==> src/sv/dec_piles_pkg.sv <==
// ----------------------------------------------------------------------------
// dec_piles_pkg
// Shared constants and the item token type that moves along the pile chain.
// ----------------------------------------------------------------------------
package dec_piles_pkg;

	localparam int MAX_PILES = 256;
	localparam int VALUE_W   = 32;
	localparam int IDX_W     = $clog2(MAX_PILES);
	localparam int CNT_W     = $clog2(MAX_PILES + 1);
	localparam int PORT_IDX_W = 8;
	localparam int PORT_CNT_W = 9;

	typedef struct packed {
		logic               vld;
		logic [VALUE_W-1:0] value;
		logic               clear;
		logic               placed;
		logic               opened;
		logic [IDX_W-1:0]   idx;
		logic [CNT_W-1:0]   count;
	} token_t;

endpackage

==> src/sv/dec_piles_cell.sv <==
// ----------------------------------------------------------------------------
// dec_piles_cell
// One pile of the chain: holds the pile top and its open flag, places a
// passing item when it qualifies, and hands the item token to the next cell.
// ----------------------------------------------------------------------------
module dec_piles_cell (
	input  logic                                clk,
	input  logic                                arst_n,
	input  logic                                adv,
	input  logic [dec_piles_pkg::IDX_W-1:0]     cell_idx,
	input  dec_piles_pkg::token_t               tok_in,
	output dec_piles_pkg::token_t               tok_out
);
	import dec_piles_pkg::*;

	logic               open_q;
	logic [VALUE_W-1:0] top_q;
	token_t             tok_s1;
	token_t             tok_next;
	logic               open_eff;
	logic               take;

	assign open_eff = open_q & ~tok_in.clear;
	assign take = tok_in.vld & ~tok_in.placed &
		(~open_eff | ($signed(top_q) >= $signed(tok_in.value)));

	always_comb begin
		tok_next = tok_in;
		tok_next.placed = tok_in.placed | take;
		if (take) begin
			tok_next.idx    = cell_idx;
			tok_next.opened = ~open_eff;
		end
		tok_next.count = tok_in.count + CNT_W'(open_eff | take);
	end

	always_ff @(posedge clk or negedge arst_n) begin
		if (!arst_n) begin
			open_q <= 1'b0;
			tok_s1 <= '0;
		end else if (adv) begin
			tok_s1 <= tok_next;
			if (take) begin
				open_q <= 1'b1;
			end else if (tok_in.vld && tok_in.clear) begin
				open_q <= 1'b0;
			end
		end
	end

	always_ff @(posedge clk) begin
		if (adv && take) begin
			top_q <= tok_in.value;
		end
	end

	assign tok_out = tok_s1;

endmodule

==> config.mk <==
export PLATFORM = sky130hd
export DESIGN_NAME = dec_piles_cell
export DESIGN_NICKNAME = d
export VERILOG_FILES = /design/src/sv/dec_piles_pkg.sv /design/src/sv/dec_piles_cell.sv
export SDC_FILE = /design/constraint.sdc
export NUM_CORES = 1
export LEC_CHECK = 0
export ABC_AREA = 0
export BUFFER_PORTS_ARGS = -buffer_cell sky130_fd_sc_hd__buf_2
export CORE_UTILIZATION = 52
export DETAILED_ROUTE_END_ITERATION = 6
export PLACE_DENSITY_LB_ADDON = 0.12
export SKIP_LAST_GASP = 1
export SYNTH_ARGS = -nofsm -noshare
export SYNTH_HDL_FRONTEND = slang
export SYNTH_SLANG_ARGS = --single-unit
==> constraint.sdc <==
create_clock -name clk -period 9.8 [get_ports clk]
set_input_delay 1.47 -clock clk [delete_from_list [all_inputs] [get_ports clk]]
set_output_delay 1.47 -clock clk [all_outputs]
set_load 0.1 [all_outputs]
After elaboration in Yosys (flattened, before gate mapping)
Cells that the tools add are included.
W data, S select, Z words.
{ "word_totals": {"regBits": 86, "out_inout_bits": 53} }
{ "classes": {"addsub": 1, "order_cmp": 1, "mux": 3, "bitwise_logic": 9, "n_reduce_logical": 4} }
{ "op_table": {"columns": ["cell", "n"], "rows": [
  ["$ge A32 B32 Y1", 1],
  ["$add A9 B1 Y9", 1],
  ["$mux W9", 1],
  ["$and A1 B1 Y1", 3],
  ["$not A1 Y1", 3],
  ["$or A1 B1 Y1", 3],
  ["$logic_and A1 B1 Y1", 2],
  ["$mux W1", 2],
  ["$reduce_and A2 Y1", 1],
  ["$reduce_bool A2 Y1", 1]
]} }

Depth between registers and ports, before layout
Gate-level depths: netlist of the first run.
{ "depth": {"word_depth": 7, "ltp_mapped": 9} }

Worst setup path after synthesis of the first run
No wires, ideal clock.
{ "synth_timing": {"path_kind": "input port to flip-flop", "from": "input tok_in[51] (netlist bit)", "to": "register top_q[0] (enable)", "setup_time_ns": 0.421, "arrival_time_ns": 4.720, "setup_slack_ns": 4.659, "path_stages": 9, "n_path_buf": 0, "path_cell_list": "inv_1 ha_1 nand4_1 or2_1 or4_4 nor4_4 or4_2 nand2_4 nor2_1"} }
{ "synth_between": {"elab_chain_len": 4} }
{ "synth_rtl": {"columns": ["item", "line_no", "rtl"], "rows": [
  ["start: declaration", "dec_piles_cell.sv:11", "input dec_piles_pkg::token_t tok_in,"],
  ["$ge A32 B32 Y1", "dec_piles_cell.sv:25", "(~open_eff | ($signed(top_q) >= $signed(tok_in.value)));"],
  ["$or A1 B1 Y1", "dec_piles_cell.sv:25", null],
  ["$and A1 B1 Y1", "dec_piles_cell.sv:24", "assign take = tok_in.vld & ~tok_in.placed &"],
  ["$logic_and A1 B1 Y1", "dec_piles_cell.sv:52", "if (adv && take) begin"],
  ["end signal: assignment", "dec_piles_cell.sv:53", "top_q <= tok_in.value;"],
  ["end: declaration", "dec_piles_cell.sv:17", "logic [VALUE_W-1:0] top_q;"]
]} }
No other way between the ends.
A chain may end at the register's enable or synchronous reset.

Worst setup path in the final report of the first run
{ "layout_timing": {"from": "input tok_in[51] (netlist bit)", "to": "register top_q[12] (enable)"} }
Same word-level chain as after synthesis.

==> results of run 1 <==
-- sequential cells by signal, indices dropped and copies added, names as in the netlist --
name and cells:
open_q 1, tok_out 53, top_q 32
-- cell usage after synthesis (all sizes together), types with 3 or more instances --
library cell / instances / area, µm²
xor2: 4 / 35.0
nand2b: 4 / 25.0
o21ai: 9 / 45.0
nand3: 7 / 35.0
nand4: 5 / 31.3
nor2: 15 / 56.3
clkbuf: 9 / 33.8
a21oi: 25 / 125
dfrtp: 54 / 1350
inv: 45 / 169
nor4: 3 / 40.0
edfxtp: 32 / 961
ha: 34 / 425
mux2: 36 / 405
xnor2: 3 / 26.3
o211ai: 8 / 60.1
nand2: 26 / 105
o221ai: 8 / 70.1
-- power breakdown --
| group | total, µW | internal (µW) | switching [µW] |
|---|---|---|---|
| Combinational | 294 | 58.4 | 235 |
| Sequential | 415 | 402 | 12.4 |
| Clock | 228 | 107 | 121 |
-- kinds of logic after synthesis --
family                   share of synthesized area
AND/OR/NAND/NOR                             0.0845
buffers and inverters                       0.0492
XOR/XNOR                                    0.0149
adder cells (fa/ha/maj)                      0.103
flip-flops                                   0.562
multiplexers                                0.0985
AO/OA/AOI/OAI                               0.0878
-- layer usage --
| metal | global-route usage | routed length [µm] |
|---|---|---|
| met2 | 0.321 | 3730 |
| met3 | 0.0369 | 283 |
| met1 | 0.274 | 3760 |
| met4 | 0.0754 | 75 |
| met5 | 0 | 0 |
-- worst reg2reg max path, delay by kind of cell (launching register included) --
kind | cells | cell delay, ns
fa+ha+maj | 1 | 0.39
flops | 1 | 0.39
simple gates | 7 | 2.39
-- metrics by stage --
stage | hold WS, ns | power, µW | area (µm²) | util | cells
after floorplan | 0.468 | 655 | 4120 | - | 341
after global placement | 0.485 | 713 | 4810 | 0.626 | 552
after detailed placement | 0.490 | 718 | 4810 | 0.626 | 552
after CTS | 0.508 | 946 | 4990 | 0.649 | 568
after global routing | 0.526 | 975 | 4990 | 0.649 | 568
final | 0.505 | 936 | 4990 | 0.649 | 568
-- area by class of cell --
cell class | instances | area (µm²)
fill | 641 | 2700
sequential | 86 | 2310
multi-input combinational | 201 | 1610
timing repair buffer | 118 | 596
inverter | 45 | 169
clock buffer | 13 | 160
tap | 102 | 128
clock inverter | 3 | 17.5
-- worst paths after layout --
kind | depth (start not counted) | start | slack [ns] | end
setup reg to reg | 8 | top_q[31] | 6.26 | top_q[12]
hold / removal | 1 | tok_out[27] | 0.50 | tok_out[27]
max in group asynchronous | 2 | arst_n | 8.09 | tok_out[52]
setup / recovery | 10 | tok_in[51] | 5.40 | top_q[12]
min in group asynchronous | 2 | arst_n | 1.25 | tok_out[2]
hold reg to reg | 1 | tok_out[27] | 0.50 | tok_out[27]
==> out/qor.csv, run 1 <==
stage,metric,value,unit
status,outcome,finished clean,
logic_synthesis,netlist_instances,341,
timing,skew,0.00810,ns
drt,vias_per_cell,5.04,
power,power_density,188,nW/µm²
timing,max_slew_margin,0.396,
layout,final_nets,559,
logic_synthesis,synth.distinct_cells,32,
drt,avgRoutedWirePerCell,13.8,µm
critical_path,crit_arrival,4.38,ns
power,ir_drop,0.112,mV
critical_path,crit_type,in2reg,
timing,hold_viol_final,0,
job,drv_cap,0,
logic_synthesis,synth-edff-count,32,
drt,vias,2861,
clock_tree,cts_made_buffers,9,
global_routing,grt_pass1_wl,12900,µm
floorplanning,io_pins,117,
global_routing,grt_pass1_vias,2736,
floorplanning,die_h,91.0,µm
logic_synthesis,ys_dominant_reg_cell,dfrtp_1,
drt,ant_nets,0,
critical_path,critPathMaxFanout,32,
power,cellLeakagePower,0.00235,µW
clock_tree,htreeDepth,3,
logic_synthesis,synth_nets,439,
drt,first_iter_violations,84,
critical_path,max_stage_delay,0.71,ns
timing,setup_tns,0,ns
timing,finalWorstSetupSlack,5.40,ns
clock_tree,clk_pin_slew_worst_paths,0.08,ns
logic_synthesis,synth.yosys.warnings,0,
placement,gp_congestion,0.783,
critical_path,crit_path_end_kind,flip-flop,
global_routing,grt_max_degree,80,
clock_tree,clockRootBuffer,clkbuf_8,
layout,drive_above_1_share,0.373,
placement,portBuffers,116,
logic_synthesis,ys_ff_latch,86,
clock_tree,clock_sinks,86,
layout,antennaDiodeCount,0,
clock_tree,postCtsHoldBufs,0,
logic_synthesis,yosysSeqAreaShare,0.562,
layout,mostFrequentLayoutCells,"buf_2 (116), dfrtp_1 (54), inv_1 (45), mux2_2 (36), ha_1 (34)",
floorplanning,die_x,91.0,µm
layout,area_delta_synth_final,21.2,%
floorplanning,design.core.area,7690,µm²
hold_path,hold_class,reg2reg,
logic_synthesis,syn_avg_cell_area,12.1,µm²
layout,final_common_cell,buf_2,
clock_tree,ctsResizeCount,0,
timing,fin_crit_sh,0.449,
critical_path,cp.required,9.77,ns
critical_path,critPathTopFamily,simple AND/OR/NAND/NOR gates,
critical_path,cp-start-kind,input pin,
critical_path,cp_cell_sequence,"buf_2, inv_1, ha_1, nand4_1, or2_1, or4_4, nor4_4, or4_2, nand2_4, nor2_4",
timing,drv_slew,0,
placement,hpwl,5580,µm
clock_tree,postCtsSetupRepairBufs,0,
timing,fmax,0.227,GHz
placement,dp_slack,4.97,ns
critical_path,worst-path-buf-inv,2,
clock_tree,cts_buffer_depth,2,
clock_tree,clk_latency,0.35,ns
timing,rsz0062_at_grt,false,
floorplanning,start_util,0.535,
timing,worst_slew_pin_slew,0.904,ns
clock_tree,cts_tree,yes,
global_routing,grt_use_total,0.201,
drt,wirelength,7850,µm
logic_synthesis,asyncSetResetFlopFracSynth,0.628,
floorplanning,die_area,8280,µm²
floorplanning,rows,32,
drt,dr.pass1.iters,4,
timing,setup_viol,0,
global_routing,antenna_found_initial,0,
logic_synthesis,synth_area,4120,µm²
global_routing,gr-total-overflow,0,
critical_path,slowest_stage,nor2_4,
drt,drcViolationCount,0,
timing,period_needed,4.40,ns
Note: power is estimated with default switching activity, not from simulation.
==> run 2, diff against run 1 <==
==> constraint.sdc (replaced) <==
create_clock -name clk -period 4.35 [get_ports clk]
set_input_delay 0.6525 -clock clk [delete_from_list [all_inputs] [get_ports clk]]
set_output_delay 0.6525 -clock clk [all_outputs]
set_load 0.1 [all_outputs]
==> run 2 against run 1 <==
Effect of this change:
- clock skew grew 0.0014 ns
- combinational power grew 120%
- non-clock buffer count up 1
- sequential share of layout area down 0.41 points
- final cell count grew 0.18%
- register-to-register slack got worse by 5.2 ns
- design area up 0.90%
- critical path type unchanged
- sequential power grew 120%
- hold slack got worse by 0.088 ns
==> out/qor.csv, run 2 (same netlist as run 1, synthesis figures left out) <==
stage,metric,value,unit,change
global_routing,antenna_found_initial,0,,unchanged
layout,drive_above_1_share,0.379,,was 0.373
global_routing,gr-total-overflow,0,,unchanged
layout,largest_reg_flops,53,,unchanged
drt,vias,2885,,was 2861
floorplanning,die_h,91.0,µm,unchanged
clock_tree,ctsResizeCount,0,,unchanged
clock_tree,cts_buffer_depth,2,,unchanged
critical_path,r2r_start,top_q[31],,unchanged
layout,fin_cells,569,,was 568
global_routing,grt_pass1_wl,12900,µm,about the same
power,comb_power_share,0.303,,was 0.314
floorplanning,start_util,0.535,,unchanged
clock_tree,clk_latency,0.35,ns,about the same
floorplanning,design.core.area,7690,µm²,unchanged
critical_path,critPathMaxFanout,32,,unchanged
clock_tree,htreeDepth,3,,unchanged
layout,final_nets,560,,was 559
status,outcome,finished clean,,unchanged
clock_tree,cts_made_buffers,9,,unchanged
clock_tree,postCtsSetupRepairBufs,0,,unchanged
timing,period_needed,3.29,ns,
clock_tree,clockRootBuffer,clkbuf_8,,unchanged
clock_tree,postCtsHoldBufs,0,,unchanged
power,ir_drop,0.285,mV,was 0.112 mV
drt,first_iter_violations,82,,was 84
clock_tree,clk_pin_slew_worst_paths,0.08,ns,about the same
critical_path,cp.required,4.36,ns,was 9.77 ns
layout,mostFrequentLayoutCells,"buf_2 (116), dfrtp_1 (54), inv_1 (45), mux2_2 (36), ha_1 (34)",,unchanged
timing,setup_tns,0,ns,unchanged
layout,antennaDiodeCount,0,,unchanged
placement,dpl.cell_count,553,,was 552
timing,max_slew_margin,0.496,,was 0.396
timing,hold_viol_final,0,,unchanged
power,cell_internal_pwr,1350,µW,was 568 µW
power,power_density,433,nW/µm²,was 188 nW/µm²
layout,seqCellArea,2310,µm²,unchanged
layout,area_delta_synth_final,22.3,%,was 21.2%
timing,rsz0062_at_grt,false,,unchanged
global_routing,grt_max_degree,55,,was 80
clock_tree,clock_sinks,86,,unchanged
critical_path,crit_type,in2reg,,unchanged
floorplanning,io_pins,117,,unchanged
power,p_sw_frac,0.383,,was 0.394
power,seqPwrFrac,0.429,,was 0.443
critical_path,crit_arrival,3.29,ns,was 4.38 ns
timing,fin_crit_sh,0.756,,
timing,fmax,0.304,GHz,
floorplanning,die_x,91.0,µm,unchanged
global_routing,grt_pass1_vias,2776,,was 2736
clock_tree,cts_tree,yes,,unchanged
timing,worst_slew_pin_slew,0.750,ns,was 0.904 ns
critical_path,crit_path_end_kind,flip-flop,,unchanged
critical_path,cp-start-kind,input pin,,unchanged
power,power_switching,833,µW,was 369 µW
critical_path,critPathLaunch,tok_in[51],,unchanged
global_routing,grt_use_total,0.203,,was 0.201
placement,hpwl,5560,µm,was 5580 µm
timing,skew,0.00951,ns,was 0.00810 ns
drt,wirelength,7650,µm,was 7850 µm
power,clkPwrFrac,0.268,,was 0.244
timing,drv_slew,0,,unchanged
job,drv_cap,0,,unchanged
floorplanning,rows,32,,unchanged
drt,vias_per_cell,5.07,,was 5.04
power,cellLeakagePower,0.00238,µW,was 0.00235 µW
layout,multi_input_area,1610,µm²,unchanged
power,finalPower,2180,µW,was 936 µW
placement,dp_slack,0.646,ns,was 4.97 ns
placement,gp_congestion,0.789,,was 0.783
layout,final_common_cell,buf_2,,unchanged
hold_path,hold_class,in2async,,was reg2reg
timing,finalWorstSetupSlack,1.06,ns,was 5.40 ns
layout,fill_cells,629,,was 641
drt,dr.pass1.iters,4,,unchanged
timing,setup_viol,0,,unchanged
drt,drcViolationCount,0,,unchanged
floorplanning,die_area,8280,µm²,unchanged
placement,portBuffers,116,,unchanged
drt,ant_nets,0,,unchanged
drt,avgRoutedWirePerCell,13.5,µm,was 13.8 µm
==> run 2: changes by cell type in the layout (fill, tap and decap cells not counted), sizes merged <==
cell and delta:
clkbuf +1, buf +1, clkinvlp -1
==> run 2: power by group through the flow <==
stage	logic, µW	registers (µW)	clock network [µW]
detailed placement	664	951	0
finish	660	933	585
floorplan	133	1340	0
global placement	657	948	0
CTS	666	934	601
global route	696	943	631
==> run 2: stage by stage <==
stage	area [µm²]	hold WS [ns]	util
finish	5040	0.417	0.655
floorplan	4120	0.357	-
global route	5040	0.479	0.655
detailed placement	4820	0.490	0.627
global placement	4820	0.483	0.627
CTS	5040	0.434	0.655
==> run 2: worst paths after layout <==
check                              end  slack (ns)  cells past startpoint
max                          top_q[16]        1.06                     11
min                        tok_out[14]        0.42                      2
max reg2reg                  top_q[16]        1.10                      9
min reg2reg                tok_out[49]        0.50                      1
max in group asynchronous  tok_out[33]        3.47                      2
min in group clk             top_q[11]        0.50                      1
==> run 2: final cells by class <==
cell class / count / area share
inverters: 45 / 0.0335
well taps: 102 / 0.0253
clock inverters: 2 / 0.00199
multi-input cells: 201 / 0.320
flip-flops and latches: 86 / 0.459
repair buffers: 119 / 0.120
clock buffers: 14 / 0.0407
==> run 2: metal layers <==
layer / vias up / wire (µm) / GRT usage
met4: 0 / 138 / 0.0952
met3: 11 / 359 / 0.0410
li1: 1449 / - / -
met5: - / 0 / 0
met1: 1359 / 3590 / 0.275
met2: 66 / 3560 / 0.315
==> run 2: worst max-delay path: stages <==
cell,delay [ns]
buf_2,0.11
inv_1,0.05
ha_1,0.37
nand4_1,0.14
or2_1,0.26
or4_4,0.58
nor4_4,0.33
or4_2,0.21
nand2_4,0.10
nor2_4,0.09
buf_4,0.37
